--- src/design/lbc_pkg.sv ---
// Package for the LRU block buffer cache: sizes, command and result codes.
// No dependencies.
`default_nettype none
package lbc_pkg;
    localparam int SLOTS      = 16;
    localparam int BLOCK_BITS = 12;
    localparam int SW         = $clog2(SLOTS);
    localparam int CW         = 8;

    localparam logic [1:0] CMD_GET     = 2'd0;
    localparam logic [1:0] CMD_RELEASE = 2'd1;
    localparam logic [1:0] CMD_VALID   = 2'd2;
    localparam logic [1:0] CMD_DIRTY   = 2'd3;

    localparam logic [1:0] KIND_DONE      = 2'd0;
    localparam logic [1:0] KIND_WRITEBACK = 2'd1;
    localparam logic [1:0] KIND_FULL      = 2'd2;
    localparam logic [1:0] KIND_UNDERFLOW = 2'd3;

    typedef struct packed {
        logic [1:0]            kind;
        logic [SW-1:0]         slot_index;
        logic [BLOCK_BITS-1:0] block_tag;
        logic                  was_hit;
        logic                  data_valid;
        logic                  last;
    } result_t;
endpackage
`default_nettype wire

--- src/design/lru_block_buffer_cache.sv ---
// Top level of the LRU block buffer cache: slot metadata, a recency list and a
// sequencer that walks them one position a cycle unless the output stalls it.
//
// One command is taken at a time. A release or mark passes through the find
// and output states; a get walks the recency list with one shared compare
// step per position, then on a miss searches for a free clean slot from the
// least recent position, and failing that, writes back free dirty slots and
// searches again. Each result is a transfer through a single output
// register; the sequencer holds while it is full. A release that frees a
// slot also does the move-to-front search and shift, one position a cycle.
// No clearing pass after reset. Uses lbc_pkg.
`default_nettype none
module lru_block_buffer_cache (
    input  wire  aclk,
    input  wire  aresetn,
    input  wire  s_tvalid,
    output logic s_tready,
    // tdata: [1:0] command, [13:2] block_number, [17:14] slot, zero fill
    input  wire  [23:0] s_tdata,
    output logic m_tvalid,
    input  wire  m_tready,
    // tdata: [1:0] kind, [5:2] slot_index, [17:6] block_tag, [18] was_hit,
    //        [19] data_valid, zero fill
    output logic [23:0] m_tdata,
    output logic m_tlast
);
    localparam int SW = lbc_pkg::SW;
    localparam int BB = lbc_pkg::BLOCK_BITS;
    localparam int N  = lbc_pkg::SLOTS;
    localparam int PW = $clog2(N + 1);

    localparam logic [2:0] ST_IDLE = 3'd0, ST_HIT = 3'd1, ST_LRU = 3'd2,
        ST_WB = 3'd3, ST_MRU = 3'd4, ST_FIND = 3'd5, ST_SHIFT = 3'd6,
        ST_OUT = 3'd7;

    logic [BB-1:0] tag_reg [N];
    logic [N-1:0] present_reg, valid_reg, dirty_reg;
    logic [lbc_pkg::CW-1:0] cnt_reg [N];
    logic [SW-1:0] order_reg [N];

    logic [2:0] state_reg;
    logic [1:0] cmd_reg;
    logic [BB-1:0] blk_reg;
    logic [SW-1:0] slot_reg;
    logic [PW-1:0] pos_reg;
    logic any_reg;
    lbc_pkg::result_t res_reg, out_reg;
    logic out_full_reg;

    // shared step: slot at the current recency position
    logic [SW-1:0] cur;
    logic cur_free, cur_hit;
    assign cur = order_reg[pos_reg[SW-1:0]];
    assign cur_free = cnt_reg[cur] == '0;
    assign cur_hit = present_reg[cur] && tag_reg[cur] == blk_reg;

    assign s_tready = state_reg == ST_IDLE;
    assign m_tvalid = out_full_reg;
    assign m_tlast  = out_reg.last;
    assign m_tdata  = {4'd0, out_reg.data_valid, out_reg.was_hit, out_reg.block_tag,
                       out_reg.slot_index, out_reg.kind};

    logic out_free;
    assign out_free = !out_full_reg || m_tready;

    // load the output register with a write-back or a final result
    logic out_load;
    assign out_load = out_free && ((state_reg == ST_OUT)
        || (state_reg == ST_WB && cur_free && dirty_reg[cur]));

    function automatic lbc_pkg::result_t mk(input logic [1:0] k, input logic [SW-1:0] s,
            input logic [BB-1:0] t, input logic h, input logic v, input logic l);
        mk = '{kind: k, slot_index: s, block_tag: t, was_hit: h, data_valid: v, last: l};
    endfunction

    always_ff @(posedge aclk) begin
        if (!aresetn) begin
            state_reg <= ST_IDLE;
            out_full_reg <= 1'b0;
            present_reg <= '0;
            valid_reg <= '0;
            dirty_reg <= '0;
            for (int i = 0; i < N; i++) begin
                cnt_reg[i] <= '0;
                order_reg[i] <= SW'(N - 1 - i);
            end
        end else begin
            if (out_load) out_full_reg <= 1'b1;
            else if (m_tready) out_full_reg <= 1'b0;
            case (state_reg)
                ST_IDLE: if (s_tvalid) begin
                    cmd_reg <= s_tdata[1:0];
                    blk_reg <= s_tdata[2 +: BB];
                    slot_reg <= s_tdata[14 +: SW];
                    pos_reg <= '0;
                    any_reg <= 1'b0;
                    if (s_tdata[1:0] == lbc_pkg::CMD_GET) state_reg <= ST_HIT;
                    else state_reg <= ST_FIND;
                end
                ST_FIND: begin
                    // release / mark on slot_reg (slot field is SW bits, in range)
                    state_reg <= ST_OUT;
                    if (cmd_reg == lbc_pkg::CMD_RELEASE) begin
                        if (cnt_reg[slot_reg] == '0)
                            res_reg <= mk(lbc_pkg::KIND_UNDERFLOW, slot_reg,
                                present_reg[slot_reg] ? tag_reg[slot_reg] : '0, 1'b0,
                                valid_reg[slot_reg], 1'b1);
                        else begin
                            cnt_reg[slot_reg] <= cnt_reg[slot_reg] - 1'b1;
                            res_reg <= mk(lbc_pkg::KIND_DONE, slot_reg,
                                present_reg[slot_reg] ? tag_reg[slot_reg] : '0, 1'b0,
                                valid_reg[slot_reg], 1'b1);
                            if (cnt_reg[slot_reg] == lbc_pkg::CW'(1)) state_reg <= ST_SHIFT;
                        end
                    end else begin
                        if (cmd_reg == lbc_pkg::CMD_VALID) valid_reg[slot_reg] <= 1'b1;
                        else dirty_reg[slot_reg] <= 1'b1;
                        res_reg <= mk(lbc_pkg::KIND_DONE, slot_reg,
                            present_reg[slot_reg] ? tag_reg[slot_reg] : '0, 1'b0,
                            (cmd_reg == lbc_pkg::CMD_VALID) | valid_reg[slot_reg], 1'b1);
                    end
                end
                ST_SHIFT: begin
                    // find slot position, then shift down one step a cycle
                    if (!any_reg) begin
                        if (cur == slot_reg) any_reg <= 1'b1;
                        else pos_reg <= pos_reg + 1'b1;
                    end else if (pos_reg == '0) begin
                        order_reg[0] <= slot_reg;
                        state_reg <= ST_OUT;
                    end else begin
                        order_reg[pos_reg[SW-1:0]] <= order_reg[pos_reg[SW-1:0] - 1'b1];
                        pos_reg <= pos_reg - 1'b1;
                    end
                end
                ST_HIT: begin
                    if (cur_hit) begin
                        if (cnt_reg[cur] != '1) cnt_reg[cur] <= cnt_reg[cur] + 1'b1;
                        res_reg <= mk(lbc_pkg::KIND_DONE, cur, blk_reg, 1'b1,
                            valid_reg[cur], 1'b1);
                        state_reg <= ST_OUT;
                    end else if (pos_reg == PW'(N - 1)) begin
                        state_reg <= ST_LRU;
                    end else pos_reg <= pos_reg + 1'b1;
                end
                ST_LRU: begin
                    // pos_reg walks down from the least recent position toward position 0
                    if (cur_free && !dirty_reg[cur]) begin
                        tag_reg[cur] <= blk_reg;
                        present_reg[cur] <= 1'b1;
                        valid_reg[cur] <= 1'b0;
                        cnt_reg[cur] <= lbc_pkg::CW'(1);
                        res_reg <= mk(lbc_pkg::KIND_DONE, cur, blk_reg, 1'b0, 1'b0, 1'b1);
                        state_reg <= ST_OUT;
                    end else if (pos_reg == '0) state_reg <= ST_WB;
                    else pos_reg <= pos_reg - 1'b1;
                end
                ST_WB: if (out_free) begin
                    if (cur_free && dirty_reg[cur]) begin
                        out_reg <= mk(lbc_pkg::KIND_WRITEBACK, cur,
                            present_reg[cur] ? tag_reg[cur] : '0, 1'b0, 1'b0, 1'b0);
                        valid_reg[cur] <= 1'b0;
                        dirty_reg[cur] <= 1'b0;
                        any_reg <= 1'b1;
                    end
                    if (pos_reg == PW'(N - 1)) begin
                        pos_reg <= '0;
                        if (any_reg || (cur_free && dirty_reg[cur])) state_reg <= ST_MRU;
                        else begin
                            res_reg <= mk(lbc_pkg::KIND_FULL, '0, '0, 1'b0, 1'b0, 1'b1);
                            state_reg <= ST_OUT;
                        end
                    end else pos_reg <= pos_reg + 1'b1;
                end
                ST_MRU: begin
                    if (cur_free && !dirty_reg[cur]) begin
                        tag_reg[cur] <= blk_reg;
                        present_reg[cur] <= 1'b1;
                        valid_reg[cur] <= 1'b0;
                        cnt_reg[cur] <= lbc_pkg::CW'(1);
                        res_reg <= mk(lbc_pkg::KIND_DONE, cur, blk_reg, 1'b0, 1'b0, 1'b1);
                        state_reg <= ST_OUT;
                    end else if (pos_reg == PW'(N - 1)) begin
                        res_reg <= mk(lbc_pkg::KIND_FULL, '0, '0, 1'b0, 1'b0, 1'b1);
                        state_reg <= ST_OUT;
                    end else pos_reg <= pos_reg + 1'b1;
                end
                ST_OUT: if (out_free) begin
                    out_reg <= res_reg;
                    state_reg <= ST_IDLE;
                end
                default: state_reg <= ST_IDLE;
            endcase
            // a get's miss search starts at the least recent position
            if (state_reg == ST_HIT && !cur_hit && pos_reg == PW'(N - 1))
                pos_reg <= PW'(N - 1);
        end
    end
endmodule
`default_nettype wire
--- config.mk ---
export PLATFORM = sky130hd
export DESIGN_NAME = lru_block_buffer_cache
export DESIGN_NICKNAME = d
export VERILOG_FILES = /design/src/design/lbc_pkg.sv /design/src/design/lru_block_buffer_cache.sv
export SDC_FILE = /design/constraint.sdc
export NUM_CORES = 1
export LEC_CHECK = 0
export BUFFER_PORTS_ARGS = -buffer_cell sky130_fd_sc_hd__buf_2
export CORE_ASPECT_RATIO = 1.5
export CORE_UTILIZATION = 40
export DETAILED_ROUTE_END_ITERATION = 12
export HOLD_SLACK_MARGIN = 0.15
export PLACE_DENSITY = 0.67
export SLEW_MARGIN = 25
export SYNTH_ARGS = -nofsm -noshare
export SYNTH_HDL_FRONTEND = slang
export SYNTH_SLANG_ARGS = --single-unit
--- constraint.sdc ---
create_clock -name aclk -period 7.7 [get_ports aclk]
set_input_delay 0.385 -clock aclk [delete_from_list [all_inputs] [get_ports aclk]]
set_output_delay 0.385 -clock aclk [all_outputs]
set_load 0.01 [all_outputs]
Word-level counts from Yosys, hierarchy flattened
Memory sizes are Yosys's and may differ from the RTL's. A register that Yosys moved wholly into a read port is not among the register bits.
Index checks and enable logic that the tools add are counted.
{"block": "classes", "addsub": 5, "magnitude_cmp": 4, "eq_ne": 37, "muxes": 123, "bitwise": 11, "reduce_logical": 41}
{"operator": "two-way mux 21 bit", "n": 12}
{"operator": "two-way mux 16 bit", "n": 9}
{"operator": "case mux 21 bit (5 select lines)", "n": 1}
{"operator": "two-way mux 5 bit", "n": 10}
{"operator": "two-way mux 1 bit", "n": 48}
{"operator": "bitwise OR 16 bit", "n": 3}
{"operator": "case mux 16 bit (3 select lines)", "n": 1}
{"operator": "case mux 21 bit (2 select lines)", "n": 1}
{"operator": "two-way mux 3 bit", "n": 13}
{"operator": "two-way mux 12 bit", "n": 3}
{"operator": "two-way mux 4 bit", "n": 9}
{"operator": "bitwise AND 16 bit", "n": 2}
{"operator": "two-way mux 8 bit", "n": 4}
{"operator": "case mux 16 bit (2 select lines)", "n": 1}
{"operator": "case mux 5 bit (6 select lines)", "n": 1}
{"operator": "case mux 3 bit (8 select lines)", "n": 1}
{"operator": "inequality test 2 bit, second input constant", "n": 11}
{"operator": "binary-select mux 1 bit (select 4 bit)", "n": 5}
{"operator": "zero test 8 bit", "n": 2}
{"operator": "inverter 16 bit", "n": 1}
{"operator": "AND reduction 8 bit", "n": 2}
{"operator": "OR reduction 8 bit", "n": 2}
{"operator": "inequality test 3 bit, second input constant", "n": 5}
{"operator": "AND reduction 5 bit", "n": 3}
{"operator": "40 further kinds", "n": 71}
{"block": "totals", "register_bits": 118, "ram_bits": 384, "in_bits": 28, "out_inout_bits": 27, "word_cells": 246, "n_memories": 3}
{"name": "tag_reg", "words": 16, "width": 12, "read_ports": 2, "rd_ports_with_merged_regs": 1, "wr": 1, "line": "lru_block_buffer_cache.sv:36", "source": "logic [BB-1:0] tag_reg [N];"}
{"name": "cnt_reg", "words": 16, "width": 8, "read_ports": 2, "rd_ports_with_merged_regs": 1, "wr": 16, "line": "lru_block_buffer_cache.sv:38", "source": "logic [lbc_pkg::CW-1:0] cnt_reg [N];"}
{"name": "order_reg", "words": 16, "width": 4, "read_ports": 2, "rd_ports_with_merged_regs": 1, "wr": 16, "line": "lru_block_buffer_cache.sv:39", "source": "logic [SW-1:0] order_reg [N];"}

Logic depth before layout (Yosys ltp)
Gate-level depths: netlist (run 1).
{"block": "depth", "depth_word": 12, "depth_mapped": 20, "mapped_depth_nobuf": 14}

Worst setup path after synthesis (run 1)
OpenSTA, ideal clock, no wires.
{"block": "synth_path", "kind": "register to register", "from": "reg (tool-made name)", "to": "mem tag_reg[0][0] (netlist bit) (enable)", "setup_time_ns": 0.399, "t_arrival_ns": 4.479, "required_time_ns": 7.301, "slack_ns": 2.822, "path_stages_with_launch": 17, "n_path_buf": 6, "synth_period_minus_slack_ns": 4.878, "cell_sequence": "dfxtp_1 buf_6 buf_2 mux4_2 mux2_2 nand3_1 and2_1 buf_2 a311oi_1 nor4_1 and2_1 and4_1 buf_4 nand3_4 buf_2 buf_2 nor3_1"}
{"element": "end, declared", "line": "lru_block_buffer_cache.sv:36"}

==> results of run 1 <==
logic make-up after synthesis:
group / synth area share [%]
buf+inv: 3.28
xor+xnor: 1.06
fa+ha+maj: 0.568
simple gates: 14.3
mux: 16.3
compound gates: 8.89
other cells: 0.0142
flops: 55.6
through the flow:
| step | cells | power (mW) | hold WS [ns] | instance area (um^2) | setup WS (ns) |
|---|---|---|---|---|---|
| after global routing | 3077 | 11.1 | 0.217 | 29500 | 1.07 |
| final | 3077 | 10.7 | 0.212 | 29500 | 1.31 |
| after CTS | 3077 | 10.7 | 0.185 | 29500 | 1.30 |
| after global placement | 2968 | 8.08 | 0.450 | 27600 | 1.44 |
| after floorplan | 2141 | 6.73 | 0.438 | 26400 | 2.82 |
| after detailed placement | 2968 | 8.15 | 0.464 | 27600 | 1.36 |
layer usage:
metal	wire, um	global-route usage [%]	vias to the layer above
met5	0	0	-
met1	26500	25.4	9369
met4	5450	15.6	0
li1	-	-	8128
met3	5280	3.35	282
met2	40000	41.4	981
repair_timing:
item                      4_1_cts  5_1_grt
resized for setup               0        0
hold endpoints to repair       22        0
hold buffers                   18        0
power breakdown:
part,internal [mW],total [mW],switching [mW]
Combinational,1.60,4.75,3.15
Clock,1.45,2.57,1.12
Sequential,3.19,3.42,0.234
Total,6.23,10.7,4.51
cell type report:
class	count	area, um^2
sequential	509	14700
clock buffer	61	1330
timing repair buffer	125	902
multi-input combinational	1451	11000
tap	877	1100
clock inverter	30	385
fill	5840	36000
inverter	24	90.1
worst max-delay path: cells and delay by family (launching register included):
kind            cells  cell delay [ns]
simple gates        6             2.50
compound gates      3             1.30
buf+inv             4             1.32
flops               1             0.85
cells in the final DEF (no fill, tap or decap), drive strengths merged, types with 26 or more instances in the layout:
master and n:
a32oi 31, mux4 154, clkbuf 61, o21ai 62, and3 26, a21oi 73, edfxtp 449, nor2 259
nand3 88, nand2 380, dfxtp 60, mux2i 51, nor3 35, buf 107
path summary, 6_finish.rpt:
kind / startpoint / endpoint / slack, ns
max: flop / tag_reg[14][7] / 1.31
min: s_tvalid / any_reg / 0.21
max reg2reg: flop / tag_reg[14][7] / 1.31
min reg2reg: present_reg[5] / present_reg[5] / 0.48
==> summary.md, run 1 <==
| Metric | Value |
|---|---|
| CP max stage delay | 0.93 ns |
| Die width | about 210 um |
| Hold Crit Class | input pin to flop |
| ANT nets after route | 0 |
| CP Class | flop to flop |
| Final min period | approximately 6.4 ns |
| Drt via density | between 6 and 7 |
| Via count | 18,800 |
| Register area share after synthesis | ~56% |
| Setup TNS | 0 ns |
| DIE HEIGHT | around 320 um |
| Clk sinks | 509 |
| FMAX | 156 MHz |
| Diode count | 0 |
| Final routed DRC violation total | 0 |
| Async SR Flop Fraction | 0% |
| Share of the synthesized area in the top cell type | 51.0% |
| Top cells by area, synth | edfxtp_1 51%, mux4_2 13%, nand2_1 5.4%, dfxtp_1 4.5%, nor2_1 3.6% |
| Worst setup EP type | flop |
| H-Tree Depth | 2 |
| Mean area per synthesized cell | 12.4 um^2 |
| DP HPWL | around 52,000 um |
| Top-count cell post-synth | edfxtp_1 |
| Nets@finish | ~2,200 |
| Yosys cell types | 83 |
| Pin count of the biggest net entering global routing | 79 |
| CTS Buf Count | approximately 50 |
| Clk buf depth | 3 |
| GRT Total Usage | between 20% and 30% |
| Number of buffers added on ports | 44 |
| CTS tree | yes |
| Clk_lat worst skew | 0.65 ns |
| Status | finished clean |
| Flop and latch count out of synthesis | about 500 |
| Synthesis Warnings | 0 |
| CP max stage cell | o22ai_2 |
| Clk root buf | clkbuf_16 |
| Ratio of cells with drive above 1 in the final layout | 19.8% |
| Hold path depth | 3 |
| Slew Limit Headroom | 27.1% |
| Clock Skews | roughly 0.046 ns |
| Max-slew violation count | 0 |
| WL/cell | 25.1 um |
| Worst endpoint data arrival time | 6.69 ns |
| Synth Flop Type | edfxtp_1 |
| Placer Congestion | 0.916 |
| RSZ-0062 raised after global routing | no |
| Initial antenna violation count | 0 |
| Area leader, netlist | edfxtp_1 |
| Vias in the first global route | approximately 19,000 |
| Final core occ | 45.0% |
| Initial drt markers | roughly 2,100 |
| Initial core utilization | 40.4% |
| Max FO, Critical Path | 35 |
| Initial DRT Pass Iterations | 6 |
| Fin crit share | 83.0% |
| Post-synth EDFFs | 449 |
| Max VDD drop | 0.000313 V |
| Startpoint types | flop |
| Core region area | about 65,000 um^2 |
| Power Density | 364 nW/um^2 |
| Max reg flops | 192 |
| Gr ovfl total | 0 |
| Synth Instances | around 2,100 |
| Post-synth top cells | 449 x edfxtp_1, 380 x nand2_1, 252 x nor2_1 |
| Worst slew pin tran | 1.09 ns |
| Drt total wl | 77,300 um |
| First-pass GRT wire length | roughly 120,000 um |
| Core Rows | 115 |
| Synthesized area | 26,400 um^2 |
| I/O pin cnt | 55 |
| Reg2reg path depth | 13 |
| Cell mode on critical path | buf_4 |
| Max cap viols | 0 |
| Area growth syn-to-layout | 11.6% |
| Full die area | 67,100 um^2 |
| Final Hold Vio Count | 0 |
| Clock transition at path regs | approximately 0.070 ns |
| Number of setup buffers added after CTS | 0 |
| Static Leak | between 10 and 15 nW |
| CP required | 8.00 ns |
| Setup violations, final | 0 |
| Worst-path cell chain | inv_2, o22ai_2, o22a_2, buf_4, and3_1, a311oi_1, nor4_1, and2_1, and4_1, nand3_4, buf_4, nor3_2, buf_4 |
No activity file was read; power rests on OpenSTA's default activity.
==> run 2: changes to the inputs <==
- clock period: 7.7 -> 6.4 ns (I/O delays scaled with it)
==> run 2 against run 1 <==
Against the previous run: sequential cell count is the same; clock skew is 0.0015 ns lower; wire length up 2.5%; worst setup slack worse by 0.59 ns; fmax grew 12%; worst hold slack worse by 0.030 ns; total power is 23% higher; register-to-register slack worse by 0.59 ns; critical endpoint is now tag_reg[14][8]; largest power group unchanged; highest routed layer unchanged.
==> summary.md, run 2 (synthesis gave the netlist of run 1 again) <==
| Metric | Value |
|---|---|
| Status | finished clean |
| Setup WS post-layout | 0.713 ns |
| Nets@finish | roughly 2,200 |
| Worst reg2reg endpoint | tag_reg[14][8] |
| Most frequent cells in the layout | 449 x edfxtp_1, 380 x nand2_1, 251 x nor2_1, 154 x mux4_2, 96 x buf_4 |
| Power Density | roughly 440 nW/um^2 |
| Clock Skews | 0.0449 ns |
| Core region area | roughly 65,000 um^2 |
| Seq. cell area | 14,700 um^2 |
| Placer Congestion | around 0.95 |
| Hold path startpoint | m_tready |
| Max reg flops | 192 |
| WL/cell | 25.4 um |
| Number of buffers added on ports | 44 |
| CP required | 6.71 ns |
| Reg2reg path depth | 12 |
| Setup violations, final | 0 |
| Commonest non-fill, non-tap cell in the layout | edfxtp_1 |
| ANT nets after route | 0 |
| Placement Setup Slack | approximately 0.75 ns |
| DIE HEIGHT | 317 um |
| Drt total wl | 79,200 um |
| Via count | 19,000 |
| Drt via density | 6.09 |
| I/O pin cnt | 55 |
| Clk sinks | 509 |
| Clk_lat worst skew | ~0.63 ns |
| Initial antenna violation count | 0 |
| Gr ovfl total | 0 |
| Max cap viols | 0 |
| Final Hold Vio Count | 0 |
| RSZ-0062 raised after global routing | no |
| Clock transition at path regs | 0.07 ns |
| Initial core utilization | between 40% and 50% |
| Vias in the first global route | between 15,000 and 20,000 |
| Startpoint types | flop |
| CP Class | flop to flop |
| Max VDD drop | 0.000429 V |
| Fin crit share | 88.9% |
| GRT Total Usage | 23.7% |
| Area growth syn-to-layout | 12.8% |
| Diode count | 0 |
| Die width | ~210 um |
| First-pass GRT wire length | around 120,000 um |
| Worst slew pin tran | ~1.0 ns |
| Final routed DRC violation total | 0 |
| Ratio of cells with drive above 1 in the final layout | a little over a fifth |
| Area occupied by multi-input gates | 11,000 um^2 |
| FMAX | approximately 180 MHz |
| Initial drt markers | 2,120 |
| Full die area | approximately 67,000 um^2 |
| CTS Buf Count | 49 |
| DP HPWL | 53,400 um |
| Hold Path Sink | m_tvalid |
| Static Leak | 10.6 nW |
| Max-slew violation count | 0 |
| Final min period | about 5.7 ns |
| Worst setup EP type | flop |
| Clk root buf | clkbuf_16 |
| CTS tree | yes |
| Cell Count Post-Placement | roughly 3,000 |
| Setup TNS | 0 ns |
| Initial DRT Pass Iterations | 8 |
| R2r setup slk | 0.71 ns |
| Final non-filler cell total | 3,117 |
| Slew Limit Headroom | between 30% and 40% |
| Fillers | 5,786 |
| Clk buf depth | 3 |
| Worst endpoint data arrival time | 6.00 ns |
| Hold path depth | 3 |
| Core Rows | about 120 |
| H-Tree Depth | 2 |
| Pin count of the biggest net entering global routing | 88 |
| Power Total | around 13 mW |
| Max FO, Critical Path | 24 |
| Hold Crit Class | input pin to flop |
[run 2: cell types whose count changed in the layout (fill, tap and decap cells not counted), moves of 2 or more]
cell and delta:
buf_12 +4, clkinv_4 +2, clkbuf_1 +4, bufinv_16 +2, buf_4 +36, clkbuf_16 -2
clkinv_2 -6
[run 2: what timing repair did]
| action | 4_1_cts | 5_1_grt |
|---|---|---|
| setup buffers | 0 | 0 |
| endpoints found under the setup margin | 0 | 0 |
| resized for setup | 0 | 0 |
| endpoints found under the hold margin | 23 | 0 |
| hold buffers | 19 | 0 |
[run 2: worst max path at each step]
stage,endpoint,slack [ns],cells past startpoint
6_report,tag_reg[14][8],0.71,12
5_1_grt,cnt_reg[6][1],0.49,15
4_1_cts,tag_reg[14][1],0.71,12
3_5_place_dp,tag_reg[14][8],0.75,12
3_3_place_gp,tag_reg[14][8],0.90,12
2_1_floorplan,tag_reg[0][0],1.52,16
[run 2: layout make-up]
class                      instances  share of cell area (%)
clock buffer                      62                    4.31
clock inverter                    28                    1.34
tap                              877                    3.68
inverter                          24                   0.302
sequential                       509                    49.3
multi-input combinational       1451                    36.8
timing repair buffer             166                    4.24
[run 2: report_power, final]
| part | total, mW | internal, mW | switching, mW |
|---|---|---|---|
| Combinational | 5.99 | 2.09 | 3.90 |
| Clock | 3.09 | 1.76 | 1.33 |
| Sequential | 4.13 | 3.83 | 0.302 |
[run 2: through the flow]
stage	util, %	area (um^2)	hold slack [ns]
6_report	45.5	29800	0.181
3_3_place_gp	42.6	27900	0.453
4_1_cts	45.5	29800	0.165
3_5_place_dp	42.6	27900	0.465
5_1_grt	45.5	29800	0.235
2_1_floorplan	-	26400	0.419
[run 2: worst max-delay path, stage by stage (launching register included)]
cell,delay (ns)
dfxtp_1,0.79
mux4_2,0.60
mux2_2,0.32
nand3b_1,0.18
and2_1,0.48
a311oi_1,0.19
nor4_1,0.82
and2_1,0.30
and4_1,0.30
nand3_4,0.11
buf_4,0.27
nor3_2,0.59
buf_4,0.38
[run 2: routing by layer]
layer / global-route usage (%) / share of wire (%)
met4: 16.1 / 7.4
met3: 3.65 / 7.2
met5: 0 / 0
met2: 41.6 / 51
met1: 26.6 / 35
